--- src/smpd_pkg.sv ---
// Types, codes and decode tables for the serial pointing-device packet decoder.
// No dependencies.
package smpd_pkg;

  typedef enum logic [1:0] {
    PROTO_7BIT3   = 2'd0,
    PROTO_8BIT3   = 2'd1,
    PROTO_8BIT5   = 2'd2,
    PROTO_SIGNMAG = 2'd3
  } proto_t;

  typedef enum logic [2:0] {
    CFG_PROTOCOL = 3'd0,
    CFG_X_MIN    = 3'd1,
    CFG_Y_MIN    = 3'd2,
    CFG_X_MAX    = 3'd3,
    CFG_Y_MAX    = 3'd4
  } cfg_reg_t;

  localparam logic ACT_BYTE = 1'b0;
  localparam logic ACT_LOAD = 1'b1;

  localparam int unsigned CFG_INDEX_BITS = 3;
  localparam int unsigned CFG_DATA_BITS  = 15;
  localparam int unsigned BOX_BITS       = 15;
  localparam int unsigned SUM_BITS       = 18;

  localparam logic [BOX_BITS-1:0] X_MAX_RESET = 15'd639;
  localparam logic [BOX_BITS-1:0] Y_MAX_RESET = 15'd399;

  typedef struct packed {
    logic [14:0] cursor_x;
    logic [14:0] cursor_y;
    logic [3:0]  button_bits;
    logic [7:0]  delta_x;
    logic [7:0]  delta_y;
  } result_t;

  function automatic logic [7:0] hdr_mask(input proto_t p);
    case (p)
      PROTO_7BIT3:   hdr_mask = 8'h40;
      PROTO_8BIT3:   hdr_mask = 8'hf8;
      PROTO_8BIT5:   hdr_mask = 8'hf8;
      PROTO_SIGNMAG: hdr_mask = 8'he0;
      default:       hdr_mask = 8'h40;
    endcase
  endfunction

  function automatic logic [7:0] hdr_id(input proto_t p);
    case (p)
      PROTO_7BIT3: hdr_id = 8'h40;
      default:     hdr_id = 8'h80;
    endcase
  endfunction

  function automatic logic [2:0] pkt_len(input proto_t p);
    case (p)
      PROTO_8BIT5: pkt_len = 3'd5;
      default:     pkt_len = 3'd3;
    endcase
  endfunction

  // lower bound first, then upper; min > max yields max
  function automatic logic [BOX_BITS-1:0] clamp_axis(input logic signed [SUM_BITS-1:0] s,
                                                     input logic [BOX_BITS-1:0] lo,
                                                     input logic [BOX_BITS-1:0] hi);
    logic signed [SUM_BITS-1:0] lo_s;
    logic signed [SUM_BITS-1:0] hi_s;
    logic signed [SUM_BITS-1:0] v;
    lo_s = $signed({3'b000, lo});
    hi_s = $signed({3'b000, hi});
    v = s;
    if (v < lo_s) v = lo_s;
    if (v > hi_s) v = hi_s;
    clamp_axis = v[BOX_BITS-1:0];
  endfunction

  function automatic logic [3:0] map_buttons(input logic [2:0] raw);
    if (raw == 3'd3) begin
      map_buttons = 4'b0100;
    end else begin
      map_buttons = {raw[0], 1'b0, raw[1], 1'b0};
    end
  endfunction

endpackage

--- src/serial_mouse_packet_decoder_core.sv ---
// A result beat is registered from the last byte of its packet: into the output register, or into the skid if stalled.
// Throughput: one input beat per cycle while in_stall is low; the cursor and byte phase update at acceptance.
// An output register plus one skid register; in_stall rises only when both are full.
// Reset (rst, synchronous): hunting for a header, cursor at 320/320, protocol 0,
// box 0..639 by 0..399, no result pending. Collected bytes are not cleared.
module serial_mouse_packet_decoder_core
  import smpd_pkg::*;
#(
  parameter int unsigned COORD_BITS = 15
) (
  input  logic                      clk,
  input  logic                      rst,
  input  logic                      cfg_write,
  input  logic [CFG_INDEX_BITS-1:0] cfg_index,
  input  logic [CFG_DATA_BITS-1:0]  cfg_data,
  input  logic                      in_valid,
  output logic                      in_stall,
  input  logic                      action,
  input  logic [7:0]                rx_byte,
  input  logic [14:0]               load_x,
  input  logic [14:0]               load_y,
  output logic                      out_valid,
  input  logic                      out_stall,
  output logic [14:0]               cursor_x,
  output logic [14:0]               cursor_y,
  output logic [3:0]                button_bits,
  output logic signed [7:0]         delta_x,
  output logic signed [7:0]         delta_y
);

  localparam logic [COORD_BITS-1:0] POS_RESET = COORD_BITS'(320);

  proto_t               protocol;
  logic [BOX_BITS-1:0]  x_min, y_min, x_max, y_max;
  logic [2:0]           byte_phase, byte_phase_next;
  logic [7:0]           packet_bytes [4];
  logic                 pb_we;
  logic [COORD_BITS-1:0] pos_x, pos_y, pos_x_next, pos_y_next;

  logic                 in_acc;
  logic                 res_valid;
  result_t              res;
  result_t              out_reg;
  result_t              skid;
  logic                 skid_valid;
  logic                 out_free;

  logic [2:0] len;
  logic [7:0] b0, b1, b2, b3, b4;
  logic [2:0] raw;
  logic [7:0] dx, dy;
  logic signed [SUM_BITS-1:0] sum_x, sum_y;

  assign in_stall = skid_valid;
  assign in_acc   = in_valid && !skid_valid;
  assign out_free = !out_valid || !out_stall;

  // packet bytes as seen at the closing beat
  always_comb begin
    len = pkt_len(protocol);
    b0  = packet_bytes[0];
    b1  = packet_bytes[1];
    b3  = packet_bytes[3];
    if (len == 3'd5) begin
      b2 = packet_bytes[2];
      b4 = rx_byte;
    end else begin
      b2 = rx_byte;
      b4 = 8'h00;
    end
  end

  always_comb begin
    case (protocol)
      PROTO_7BIT3: begin
        raw = {1'b0, b0[5], b0[4]};
        dx  = {b0[1:0], b1[5:0]};
        dy  = {b0[3:2], b2[5:0]};
      end
      PROTO_8BIT3: begin
        raw = ~b0[2:0];
        dx  = b1;
        dy  = 8'h00 - b2;
      end
      PROTO_8BIT5: begin
        raw = ~b0[2:0];
        dx  = b1 + b3;
        dy  = 8'h00 - (b2 + b4);
      end
      default: begin
        raw = b0[2:0];
        dx  = b0[4] ? b1 : 8'h00 - b1;
        dy  = b0[3] ? 8'h00 - b2 : b2;
      end
    endcase
  end

  assign sum_x = $signed({2'b00, 16'(pos_x)}) + $signed({{(SUM_BITS-8){dx[7]}}, dx});
  assign sum_y = $signed({2'b00, 16'(pos_y)}) + $signed({{(SUM_BITS-8){dy[7]}}, dy});

  always_comb begin
    byte_phase_next = byte_phase;
    pb_we           = 1'b0;
    pos_x_next      = pos_x;
    pos_y_next      = pos_y;
    res_valid       = 1'b0;
    if (in_acc) begin
      if (action == ACT_LOAD) begin
        pos_x_next = COORD_BITS'(load_x);
        pos_y_next = COORD_BITS'(load_y);
      end else if (byte_phase == 3'd0) begin
        if ((rx_byte & hdr_mask(protocol)) == hdr_id(protocol)) begin
          pb_we           = 1'b1;
          byte_phase_next = 3'd1;
        end
      end else if ((byte_phase + 3'd1) < len) begin
        pb_we           = 1'b1;
        byte_phase_next = byte_phase + 3'd1;
      end else begin
        byte_phase_next = 3'd0;
        res_valid       = 1'b1;
        if (dx != 8'h00 || dy != 8'h00) begin
          pos_x_next = COORD_BITS'(clamp_axis(sum_x, x_min, x_max));
          pos_y_next = COORD_BITS'(clamp_axis(sum_y, y_min, y_max));
        end
      end
    end
  end

  always_comb begin
    res.cursor_x    = 15'(pos_x_next);
    res.cursor_y    = 15'(pos_y_next);
    res.button_bits = map_buttons(raw);
    res.delta_x     = dx;
    res.delta_y     = dy;
  end

  always_ff @(posedge clk) begin
    if (rst) begin
      protocol   <= PROTO_7BIT3;
      x_min      <= '0;
      y_min      <= '0;
      x_max      <= X_MAX_RESET;
      y_max      <= Y_MAX_RESET;
      byte_phase <= 3'd0;
      pos_x      <= POS_RESET;
      pos_y      <= POS_RESET;
      out_valid  <= 1'b0;
      skid_valid <= 1'b0;
    end else begin
      if (cfg_write) begin
        case (cfg_index)
          CFG_PROTOCOL: protocol <= proto_t'(cfg_data[1:0]);
          CFG_X_MIN:    x_min    <= cfg_data;
          CFG_Y_MIN:    y_min    <= cfg_data;
          CFG_X_MAX:    x_max    <= cfg_data;
          CFG_Y_MAX:    y_max    <= cfg_data;
          default: ;
        endcase
      end
      byte_phase <= byte_phase_next;
      pos_x      <= pos_x_next;
      pos_y      <= pos_y_next;
      if (out_free) begin
        out_valid <= skid_valid || res_valid;
        if (skid_valid) begin
          skid_valid <= 1'b0;
        end
      end else if (res_valid) begin
        skid_valid <= 1'b1;
      end
    end
  end

  // payload: skid only fills while out is stalled; skid being full blocks input
  always_ff @(posedge clk) begin
    if (pb_we) begin
      packet_bytes[byte_phase[1:0]] <= rx_byte;
    end
    if (out_free) begin
      if (skid_valid) begin
        out_reg <= skid;
      end else if (res_valid) begin
        out_reg <= res;
      end
    end else if (res_valid) begin
      skid <= res;
    end
  end

  assign cursor_x    = out_reg.cursor_x;
  assign cursor_y    = out_reg.cursor_y;
  assign button_bits = out_reg.button_bits;
  assign delta_x     = $signed(out_reg.delta_x);
  assign delta_y     = $signed(out_reg.delta_y);

endmodule
--- config.mk ---
export PLATFORM = sky130hd
export DESIGN_NAME = serial_mouse_packet_decoder_core
export DESIGN_NICKNAME = d
export VERILOG_FILES = /design/src/smpd_pkg.sv /design/src/serial_mouse_packet_decoder_core.sv
export SDC_FILE = /design/constraint.sdc
export NUM_CORES = 1
export LEC_CHECK = 0
export ABC_AREA = 1
export BUFFER_PORTS_ARGS = -buffer_cell sky130_fd_sc_hd__buf_4
export CORE_UTILIZATION = 60
export DETAILED_ROUTE_END_ITERATION = 16
export PLACE_DENSITY = 0.79
export RECOVER_POWER = 100
export SLEW_MARGIN = 0
export SYNTH_ARGS = -nofsm -noshare
export SYNTH_HDL_FRONTEND = slang
export SYNTH_SLANG_ARGS = --single-unit
export TNS_END_PERCENT = 1
--- constraint.sdc ---
create_clock -name clk -period 20.7 [get_ports clk]
set_clock_uncertainty 0.1 [all_clocks]
set_input_delay 6.21 -clock clk [delete_from_list [all_inputs] [get_ports clk]]
set_output_delay 6.21 -clock clk [all_outputs]
set_load 0.01 [all_outputs]
==> impl_metrics.sql, run 1 <==
INSERT INTO impl_metrics (metric_group, metric, value, unit) VALUES
('die', 'floorplan.die_area', '25100', 'sq um'),
('synthesis', 'yosys_register_bits', '225', ''),
('die', 'initial_utilization', '61.9', '%'),
('setup_path', 'crit_path_start_kind', 'input pin', ''),
('finish', 'post_route_cells_drive_above_1_share', '6.74', '%'),
('setup_path', 'worst_path_dominant_cell_family', 'simple AND/OR/NAND/NOR gates', ''),
('finish', 'n_antenna_cell', '0', ''),
('setup_path', 'timing_worst_setup_path_type', 'in -> reg', ''),
('pwr', 'irDropWorstVdd', '0.0000757', 'V'),
('die', 'placeableCoreArea', '23800', 'sq um'),
('sta', 'setup_total_negative_slack', '0', 'ps'),
('routing', 'dr_total_vias', '13620', ''),
('finish', 'layout.cells.most_common_list', 'sky130_fd_sc_hd__nand2_1, sky130_fd_sc_hd__inv_1, sky130_fd_sc_hd__a21oi_1', ''),
('routing', 'drcViolationCount', '0', ''),
('setup_path', 'crit_top_cell', 'sky130_fd_sc_hd__nand2_1', ''),
('setup_path', 'crit-reg2reg-launch', 'protocol[0]$_SDFFE_PP0P_', ''),
('setup_path', 'critPathCaptureType', 'flip-flop', ''),
('sta', 'period_minus_slack', '14390', 'ps'),
('clock_network', 'post_cts_hold_buffer_count', '0', ''),
('place', 'gp_routability_congestion', '0.975', ''),
('synthesis', 'syn_inst', '1957', ''),
('die', 'io-pin-count', '114', ''),
('outcome', 'run_status', 'complete, but fails checks', ''),
('routing', 'dr.first_iter.drc_count', '1138', ''),
('worst_hold_path', 'timing.hold.worst.class', 'reg -> reg', ''),
('setup_path', 'crit_path_max_incr_delay', '440', 'ps'),
('pwr', 'total_leakage_power', '7.42', 'nW'),
('routing', 'maxUsedRoutingLayer', 'met4', ''),
('synthesis', 'synth.lib_cells_used.distinct', '46', ''),
('setup_path', 'combined_buffer_and_inverter_count_along_the_critical_path', '7', ''),
('finish', 'layout.cells.most_common', 'sky130_fd_sc_hd__nand2_1', ''),
('sta', 'setup_viol', '0', ''),
('finish', 'area_growth_syn_to_layout', '9.84', '%'),
('setup_path', 'startpoint', 'rx_byte[0]', ''),
('clock_network', 'post_cts_resize_count', '0', ''),
('finish', 'final_nets', '2220', ''),
('clock_network', 'tritoncts_clock_tree', 'done', ''),
('finish', 'finish.utilization', '68.0', '%'),
('setup_path', 'critical_path.max_fanout', '18', ''),
('sta', 'hold_viol_final', '0', ''),
('synthesis', 'synth_enable_flop_cells', '128', ''),
('run', 'maxCapViolCount', '7', ''),
('clock_network', 'cts-root-to-sink-buffers', '3', ''),
('routing', 'viasPerCell', '5.75', ''),
('clock_network', 'htree_num_levels', '1', ''),
('global_routing', 'antenna_found_initial', '0', ''),
('place', 'dpl.hpwl', '32200', 'microns'),
('routing', 'met3_length', '4070', 'microns'),
('sta', 'max_slew_margin', '-128', '%'),
('routing', 'met2RoutedLength', '19300', 'microns'),
('sta', 'fmax', '69.5', 'MHz'),
('routing', 'detail_route.wl_per_cell', '18.3', 'microns'),
('routing', 'postRouteWirelength', '43400', 'microns'),
('die', 'chipHeight', '159', 'microns'),
('synthesis', 'post-synth-top-area-cell', 'sky130_fd_sc_hd__edfxtp_1', ''),
('global_routing', 'gr-total-overflow', '0', ''),
('routing', 'drt.antenna.violating_nets', '0', ''),
('routing', 'routedLengthMet1', '18400', 'microns'),
('synthesis', 'postSynthNetCount', '2147', ''),
('synthesis', 'yosys-top-cells-area', 'sky130_fd_sc_hd__edfxtp_1, sky130_fd_sc_hd__nand2_1, sky130_fd_sc_hd__dfxtp_1', ''),
('synthesis', 'synthesis.area_per_instance', '7.52', 'sq um'),
('global_routing', 'grt_pass1_wl', '67000', 'microns'),
('clock_network', 'cts_inserted_buffers', '25', ''),
('clock_network', 'clock_insertion_delay_worst_skew', '540', 'ps'),
('synthesis', 'async_flop_share', '0', '%'),
('sta', 'final-max-slew-violation-count', '358', ''),
('sta', 'finalCritPeriodShare', '69.5', '%'),
('synthesis', 'yosys_warnings', '0', ''),
('outcome', 'failed_checks', 'max-capacitance violations, max-slew violations', ''),
('global_routing', 'gr-usage-all-layers', '35.2', '%'),
('die', 'row_count', '56', '');
## cells by family (layout without fill, tap and decap cells)
logic type / after synthesis / in the layout / synth area share, %
compound gates: 354 / 354 / 12.8
xor+xnor: 19 / 19 / 1.13
fa+ha+maj: 128 / 128 / 11.1
buf+inv: 312 / 403 / 8.70
flops: 225 / 225 / 39.3
other cells: 1 / 1 / 0.0255
simple gates: 918 / 918 / 26.9
## worst register-to-register path, delay by kind of cell, from the launching register on
family / cells / cell delay, ps
AOI/OAI and AO/OA: 9 / 1760
DFF: 1 / 320
adders and majority gates: 8 / 2560
buffers and inverters: 8 / 1710
and+or+nand+nor: 30 / 3450
xor gates and xnor gates: 1 / 220
## flip-flops by register name (all words and copies together), names as in the netlist, 3 cells and up
register and cells:
byte_phase 3, pos_y 15, delta_y 8, pos_x 15, skid 49, cursor_y 15
cursor_x 15, delta_x 8, y_max 15, y_min 15, x_min 15, button_bits 3
packet_bytes 30, x_max 15
## synth_stat cells (2+ instances only)
library cell,n
sky130_fd_sc_hd__nand2_1,548
sky130_fd_sc_hd__inv_1,233
sky130_fd_sc_hd__a21oi_1,185
sky130_fd_sc_hd__nand3_1,151
sky130_fd_sc_hd__edfxtp_1,128
sky130_fd_sc_hd__ha_1,124
sky130_fd_sc_hd__nor2_1,124
sky130_fd_sc_hd__o21ai_0,121
sky130_fd_sc_hd__dfxtp_1,97
sky130_fd_sc_hd__clkbuf_1,49
sky130_fd_sc_hd__nand2_2,25
sky130_fd_sc_hd__nand4_1,17
sky130_fd_sc_hd__xor2_1,14
sky130_fd_sc_hd__nand2_4,11
sky130_fd_sc_hd__nor3_1,11
sky130_fd_sc_hd__buf_2,9
sky130_fd_sc_hd__o211ai_1,9
sky130_fd_sc_hd__nand3_2,8
sky130_fd_sc_hd__or2_2,8
sky130_fd_sc_hd__a21o_1,7
sky130_fd_sc_hd__buf_4,7
sky130_fd_sc_hd__buf_6,7
sky130_fd_sc_hd__a31oi_1,6
sky130_fd_sc_hd__nand3b_1,6
sky130_fd_sc_hd__o21bai_1,6
sky130_fd_sc_hd__xnor2_1,5
sky130_fd_sc_hd__a211oi_1,4
sky130_fd_sc_hd__a21boi_0,4
sky130_fd_sc_hd__fa_1,4
sky130_fd_sc_hd__nor4_1,4
sky130_fd_sc_hd__inv_2,3
sky130_fd_sc_hd__nor2_2,3
sky130_fd_sc_hd__o21ai_1,3
sky130_fd_sc_hd__a221oi_1,2
sky130_fd_sc_hd__o21a_1,2
sky130_fd_sc_hd__o221ai_1,2
## through the flow
step                area (sq um)  hold slack, ps  setup WS [ps]  instances
floorplan                  14700             344           7810       1957
global placement           15600             365           6980       2322
detailed placement         15600             369           6780       2322
CTS                        16500             378           7270       2367
global route               16200             406           5350       2367
finish                     16200             378           6310       2367
## metal layers
| layer | global-route usage [%] | vias to the layer above |
|---|---|---|
| li1 | - | 6616 |
| met1 | 47.6 | 6255 |
| met2 | 56.9 | 647 |
| met3 | 4.95 | 102 |
| met4 | 13.1 | 0 |
| met5 | 0 | - |
## final cells by class
class	instances	area (sq um)
clock buffers	34	701
flip-flops and latches	225	5790
fillers	2074	7600
multi-input cells	1420	7580
inverters	238	896
clock inverters	11	133
repair buffers	120	657
well taps	319	399
## power breakdown
part	internal, W	total (W)	switching, W
logic	0.000126	0.000377	0.000251
registers	0.000484	0.000492	0.00000801
clock network	0.000274	0.000458	0.000185
## path summary, 6_finish.rpt
| check | end | slack, ps | depth (start not counted) |
|---|---|---|---|
| setup / recovery | cursor_y[7]$_DFFE_PP_ | 6310 | 54 |
| hold / removal | x_min[13]$_SDFFE_PP0P_ | 380 | 2 |
| setup reg to reg | cursor_y[7]$_DFFE_PP_ | 10390 | 56 |
| hold reg to reg | x_min[13]$_SDFFE_PP0P_ | 380 | 2 |
(Power assumes the default switching activity.)
==> inputs of run 2 (changes only) <==
Clock period 20.7 ns to 14.7 ns, I/O delays scaled along.
==> impl_metrics.sql, run 2 (same netlist as run 1, synthesis figures left out) <==
INSERT INTO impl_metrics (metric_group, metric, value, unit) VALUES
('outcome', 'run_status', 'complete, but fails checks', ''),
('outcome', 'failed_checks', 'max-capacitance violations, max-slew violations', ''),
('clock_network', 'cts_post_setup_buffers_inserted', '0', ''),
('clock_network', 'tritoncts_clock_tree', 'done', ''),
('routing', 'postRouteWirelength', '43800', 'microns'),
('pwr', 'total_switching_power', '0.000637', 'W'),
('global_routing', 'gr-usage-all-layers', '35.3', '%'),
('die', 'die_x', '159', 'microns'),
('global_routing', 'antenna_found_initial', '0', ''),
('setup_path', 'timing_worst_setup_path_type', 'in -> reg', ''),
('finish', 'largest_register', 'skid', ''),
('routing', 'drt.antenna.violating_nets', '0', ''),
('sta', 'rsz0062_at_grt', 'false', ''),
('routing', 'dr.first_iter.drc_count', '1220', ''),
('place', 'gp_routability_congestion', '0.978', ''),
('clock_network', 'clock_insertion_delay_worst_skew', '530', 'ps'),
('sta', 'final-max-slew-violation-count', '366', ''),
('finish', 'final_nets', '2219', ''),
('routing', 'drcViolationCount', '0', ''),
('pwr', 'power.switching_fraction', '34.5', '%'),
('clock_network', 'clkSlewWorstSetupHoldPaths', '60', 'ps'),
('routing', 'detail_route.wl_per_cell', '18.5', 'microns'),
('setup_path', 'crit_path_start_kind', 'input pin', ''),
('pwr', 'pwr-share-clk', '33.5', '%'),
('sta', 'tightest_slew', '3230', 'ps'),
('sta', 'setup_total_negative_slack', '0', 'ps'),
('clock_network', 'htree_num_levels', '1', ''),
('sta', 'setup_viol', '0', ''),
('pwr', 'total_leakage_power', '7.39', 'nW'),
('pwr', 'power_density', '115', 'nW/um^2'),
('die', 'io-pin-count', '114', ''),
('place', 'port-buffer-count', '112', ''),
('routing', 'dr_total_vias', '13605', ''),
('setup_path', 'worst-endpoint-arrival', '12790', 'ps'),
('clock_network', 'post_cts_resize_count', '0', ''),
('global_routing', 'first_global_vias', '12358', ''),
('clock_network', 'clockRootBuffer', 'sky130_fd_sc_hd__clkbuf_16', ''),
('die', 'row_count', '56', ''),
('sta', 'hold_viol_final', '0', ''),
('clock_network', 'post_cts_hold_buffer_count', '0', ''),
('pwr', 'combinationalPowerShare', '29.0', '%'),
('clock_network', 'cts-root-to-sink-buffers', '3', ''),
('finish', 'layout.cells.most_common', 'sky130_fd_sc_hd__nand2_1', ''),
('die', 'placeableCoreArea', '23800', 'sq um'),
('setup_path', 'crit_slowest_cell', 'sky130_fd_sc_hd__nand2_1', ''),
('finish', 'layout.cells.most_common_list', 'sky130_fd_sc_hd__nand2_1, sky130_fd_sc_hd__inv_1, sky130_fd_sc_hd__a21oi_1', ''),
('die', 'floorplan.die_area', '25100', 'sq um'),
('routing', 'viasPerCell', '5.75', ''),
('setup_path', 'cp.required', '14880', 'ps'),
('setup_path', 'critPathCaptureType', 'flip-flop', ''),
('setup_path', 'crit_top_cell', 'sky130_fd_sc_hd__nand2_1', ''),
('sta', 'period_minus_slack', '12610', 'ps'),
('run', 'maxCapViolCount', '7', ''),
('pwr', 'post-layout-total-power', '0.00185', 'W'),
('global_routing', 'maximum_number_of_pins_on_one_net_before_global_route_repair', '64', ''),
('pwr', 'irDropWorstVdd', '0.0000976', 'V'),
('sta', 'fmax', '79.3', 'MHz'),
('finish', 'area_growth_syn_to_layout', '9.54', '%'),
('sta', 'finalCritPeriodShare', '85.8', '%'),
('routing', 'firstDrtPassIters', '6', ''),
('pwr', 'power.internal', '0.00121', 'W'),
('worst_hold_path', 'timing.hold.worst.class', 'reg -> reg', ''),
('die', 'chipHeight', '159', 'microns'),
('setup_path', 'crit_path_max_incr_delay', '500', 'ps'),
('die', 'initial_utilization', '61.9', '%'),
('clock_network', 'cts_inserted_buffers', '24', ''),
('sta', 'max_slew_margin', '-115', '%'),
('setup_path', 'critical_path.max_fanout', '18', ''),
('global_routing', 'grt_pass1_wl', '67500', 'microns'),
('pwr', 'sequentialPowerShare', '37.5', '%'),
('place', 'dpl.hpwl', '32500', 'microns'),
('finish', 'n_antenna_cell', '0', ''),
('finish', 'post_route_cells_drive_above_1_share', '6.99', '%'),
('global_routing', 'gr-total-overflow', '0', ''),
('clock_network', 'clock_sinks', '225', ''),
('finish', 'largest_register_ff_count', '49', '');
## run 2: cell count changes in the layout (fill, tap and decap cells not counted), moves of 2 or more
cell                         delta
sky130_fd_sc_hd__clkbuf_1       -4
sky130_fd_sc_hd__nand2_1        -4
sky130_fd_sc_hd__nand2_2        +4
sky130_fd_sc_hd__clkinvlp_4     +3
sky130_fd_sc_hd__clkinv_2       +2
sky130_fd_sc_hd__inv_6          +2
sky130_fd_sc_hd__nand3_1        +2
sky130_fd_sc_hd__nand3_2        -2
## run 2: final timing paths
path                             from                     to  slack [ps]  cells after the start
max                        rx_byte[0]  cursor_y[3]$_DFFE_PP_        2090                     53
min             x_min[3]$_SDFFE_PP0P_  x_min[3]$_SDFFE_PP0P_         380                      2
max reg2reg  protocol[0]$_SDFFE_PP0P_  cursor_y[3]$_DFFE_PP_        4950                     55
min reg2reg     x_min[3]$_SDFFE_PP0P_  x_min[3]$_SDFFE_PP0P_         380                      2
## run 2: final cells by class
class | count | area, sq um
fill | 2070 | 7640
multi-input combinational | 1420 | 7580
sequential | 225 | 5790
inverter | 238 | 896
timing repair buffer | 120 | 653
clock buffer | 27 | 643
tap | 319 | 399
clock inverter | 17 | 150
## run 2: worst max-delay path, delay by kind of cell
kind,cells,cell delay [ps]
simple gates,29,3110
fa+ha+maj,7,2130
compound gates,9,1840
buf+inv,7,1070
xor+xnor,1,220
## run 2: per-stage QoR
| stage | cell area [sq um] | std cells | setup slack (ps) | util (%) | hold slack [ps] |
|---|---|---|---|---|---|
| after CTS | 16400 | 2366 | 3070 | 69.2 | 383 |
| after detailed placement | 15600 | 2322 | 2560 | 65.9 | 374 |
| final | 16100 | 2366 | 2090 | 67.8 | 381 |
| after global placement | 15600 | 2322 | 2780 | 65.9 | 362 |
| after floorplan | 14700 | 1957 | 3610 | - | 344 |
| after global routing | 16100 | 2366 | 964 | 67.8 | 404 |
## run 2: power groups by stage
stage | Sequential (W) | Combinational, W | Clock, W
floorplan | 0.000700 | 0.000398 | 0
global placement | 0.000705 | 0.000515 | 0
detailed placement | 0.000706 | 0.000526 | 0
CTS | 0.000692 | 0.000531 | 0.000621
global route | 0.000693 | 0.000603 | 0.000644
finish | 0.000692 | 0.000536 | 0.000619
## run 2: per-layer routing
| metal | part of all wire, % | routed length (microns) | global-route usage, % | vias up |
|---|---|---|---|---|
| li1 | - | - | - | 6610 |
| met5 | 0 | 0 | 0 | - |
| met4 | 3.4 | 1490 | 12.0 | 0 |
| met2 | 45 | 19900 | 57.3 | 628 |
| met1 | 42 | 18600 | 48.2 | 6276 |
| met3 | 8.8 | 3850 | 4.84 | 91 |
